File: src/cst_pkg.sv
package cst_pkg;

  localparam int SLOT_COUNT  = 64;
  localparam int MAX_RESULTS = 64;
  localparam int IDX_W       = (SLOT_COUNT > 1) ? $clog2(SLOT_COUNT) : 1;
  localparam int NCNT_W      = $clog2(MAX_RESULTS + 1);
  localparam logic [15:0] TIMEOUT_RESET = 16'd5000;

  typedef enum logic [1:0] {
    FN_SEND  = 2'd0,
    FN_RECV  = 2'd1,
    FN_CLOSE = 2'd2,
    FN_REAP  = 2'd3
  } func_t;

  typedef enum logic [2:0] {
    ST_HIT     = 3'd0,
    ST_OPEN    = 3'd1,
    ST_RECYCLE = 3'd2,
    ST_TOUCH   = 3'd3,
    ST_STALE   = 3'd4,
    ST_CLOSED  = 3'd5,
    ST_REAPED  = 3'd6,
    ST_NONE    = 3'd7
  } status_t;

  typedef enum logic [2:0] {
    S_IDLE,
    S_SCAN,
    S_WRITE,
    S_EVENT,
    S_REAP,
    S_FIN
  } state_t;

  typedef struct packed {
    logic        active;
    logic [31:0] ip;
    logic [15:0] port;
    logic [31:0] last_used;
    logic        seq;
    logic [7:0]  gen;
  } entry_t;

endpackage

File: src/cst_cell.sv
module cst_cell (
  input  logic            clk,
  input  logic            rst,
  input  logic            en,
  input  cst_pkg::entry_t d,
  output cst_pkg::entry_t q
);

  // key and timestamp have no reset; only the flags and generation are cleared
  always_ff @(posedge clk) begin
    if (en) begin
      q <= d;
    end
    if (rst) begin
      q.active <= 1'b0;
      q.seq    <= 1'b0;
      q.gen    <= '0;
    end
  end

endmodule

File: config.mk
export PLATFORM = sky130hd
export DESIGN_NAME = cst_cell
export DESIGN_NICKNAME = d
export VERILOG_FILES = /design/src/cst_pkg.sv /design/src/cst_cell.sv
export SDC_FILE = /design/constraint.sdc
export NUM_CORES = 1
export LEC_CHECK = 0
export ABC_AREA = 1
export BUFFER_PORTS_ARGS = -buffer_cell sky130_fd_sc_hd__buf_2
export CORE_MARGIN = 3
export CORE_UTILIZATION = 45
export CTS_CLUSTER_SIZE = 10
export DETAILED_ROUTE_END_ITERATION = 8
export PLACE_DENSITY = 0.95
export SLEW_MARGIN = 5
export SYNTH_ARGS = -nofsm -noshare
export SYNTH_HDL_FRONTEND = slang
export SYNTH_SLANG_ARGS = --single-unit
File: constraint.sdc
create_clock -name clk -period 1.51 [get_ports clk]
set_input_delay 0.151 -clock clk [delete_from_list [all_inputs] [get_ports clk]]
set_output_delay 0.151 -clock clk [all_outputs]
set_load 0.005 [all_outputs]
==> impl_metrics.json <==
{
  "powerDensity_nw_per_um2": 1031,
  "track_usage": 0.2224,
  "drc_errors": 0,
  "htreeDepth": 3,
  "gp_congestion": 0.7115,
  "rows": 28,
  "grt_pass1_vias": 2319,
  "cts_resized": 0,
  "drive_gt1_frac": 0.4751,
  "synth.net_count": 236,
  "first_iter_violations": 113,
  "multi_input_comb_area_um2": 155.1,
  "top_usage_layer": "met2",
  "fin_ws_ps": 446.9,
  "yosys_warnings": 0,
  "die_x_um": 85.18,
  "wl_per_cell_um": 16.29,
  "largest_reg_flops": 90,
  "path_max_fanout": 1,
  "ant_nets": 0,
  "leakage_nw": 2.174,
  "crit_path_end_kind": "primary output",
  "seq_area_um2": 2603,
  "hold_viol_final": 0,
  "synth.yosys.seq_area_share": 0.9224,
  "grt_pass1_wl_um": 11920,
  "required_ps": 1360,
  "vias": 2256,
  "antenna_found_initial": 2,
  "regMostFlops": "q",
  "timing.final.crit_share": 0.7041,
  "cts_tree": "built",
  "period_needed_ps": 1063,
  "ios": 183,
  "place_area_um2": 3854,
  "gr-usage-met3": 0.05534,
  "crit_chain": "buf_2",
  "clock_path_buffers": 2,
  "final_util": 0.8030,
  "cts_root_buf": "clkbuf_8",
  "dpl.hpwl_um": 5047,
  "max_stage_delay_ps": 420,
  "final-setup-viol-count": 0,
  "core_area_um2": 5991,
  "layout_common_cells": "buf_2 (181), edfxtp_1 (80), dlygate4sd3_1 (79)",
  "initial_utilization": 0.4710,
  "ys_seq_elements": 90,
  "clk_latency_ps": 330,
  "place_ws_ps": 489.3,
  "fin_nets": 509,
  "final_area_um2": 4811,
  "hold_class": "in -> reg",
  "slew_violations": 0,
  "use_met1": 0.2527,
  "instances_no_fill": 498,
  "tightest_slew_ps": 308.1,
  "wl_um": 8114,
  "status": "completed",
  "cp_top_family": "flip-flops",
  "setup-tns-final_ps": 0,
  "vias_per_cell": 4.530,
  "cts_inserted_buffers": 9,
  "finalClockSkew_ps": 0,
  "critical_path_arrival_ps": 910,
  "overflow": 0,
  "netlist_area_um2": 2821,
  "max_freq_mhz": 940.6,
  "grt_max_degree": 41,
  "path_clk_slew_ps": 90,
  "reg_top3": "q x90",
  "hold_depth": 1,
  "syn_area_per_cell_um2": 19.73,
  "peakVddDrop_v": 0.0006886,
  "rsz0062_at_grt": "no",
  "synth_cell_types": 8,
  "cts_sinks": 90,
  "dieArea_um2": 7256,
  "max-cap-violations": 0,
  "port_buffers": 182,
  "grt_use_met2": 0.3969,
  "first_pass_iters": 4,
  "layout_commonest_cell": "buf_2",
  "slew_headroom": 0.7946,
  "path_depth": 1,
  "die_h_um": 85.18,
  "num-fill-cells": 329,
  "syn_inst": 143,
  "start_kind": "flip-flop",
  "path_buf_inv": 1,
  "cpMaxStageDelayCell": "edfxtp_1",
  "ff2ff_path_depth": 2,
  "syn2layout_area_growth_pct": 70.51,
  "critical_path_class": "reg -> out",
  "placed_cells": 401
}
cells by family (layout without fill, tap and decap cells):
| family | Yosys count | after routing | synth area share |
|---|---|---|---|
| buffers and inverters | 13 | 291 | 0.02262 |
| DFF | 90 | 90 | 0.9224 |
| other | 0 | 2 | 0 |
| and+or+nand+nor | 40 | 40 | 0.05499 |
final timing paths:
| path | start | to | slack [ps] |
|---|---|---|---|
| setup / recovery | q[12]$_DFFE_PP_ | q[12] | 450 |
| hold / removal | d[21] | q[21]$_DFFE_PP_ | 30 |
| setup reg to reg | q[5]$_SDFFE_PP0P_ | q[5]$_SDFFE_PP0P_ | 910 |
| hold reg to reg | q[4]$_SDFFE_PP0P_ | q[4]$_SDFFE_PP0P_ | 480 |
cell type report:
class,instances,share of cell area
Multi-Input combinational cell,40,0.03225
Clock inverter,6,0.007022
Antenna cell,2,0.001040
Sequential cell,90,0.5410
Inverter,11,0.008583
Timing Repair Buffer,264,0.3641
Clock buffer,10,0.02653
Tap cell,75,0.01951
Yosys cell counts (all sizes together):
cell    count  area, um^2
buf         2       22.52
clkinv      1       3.750
dfxtp      10       200.2
edfxtp     80        2402
inv        10       37.54
nand2      20       75.07
nor2       20       80.07
routing by layer:
layer  part of all wire  up-vias
li1                   -     1052
met1               0.36     1056
met2               0.54      136
met3              0.088       12
met4              0.013        0
met5                  0        -
what timing repair did:
item                      CTS  global route
buffers inserted            0             0
hold buffers               78             1
hold endpoints to repair   78             1
through the flow:
stage          power [W]  hold WS (ps)
2_1_floorplan   0.003102         249.9
3_5_place_dp    0.003473         329.1
4_1_cts         0.004962        0.6529
6_report        0.004962         34.74
5_1_grt         0.005180         1.834
3_3_place_gp    0.003439         327.4
power by group:
part	switching [W]	internal [W]
clock network	0.000784	0.000585
registers	0.0000607	0.00292
logic	0.000251	0.000363
Note: power is estimated with default switching activity, not from simulation.
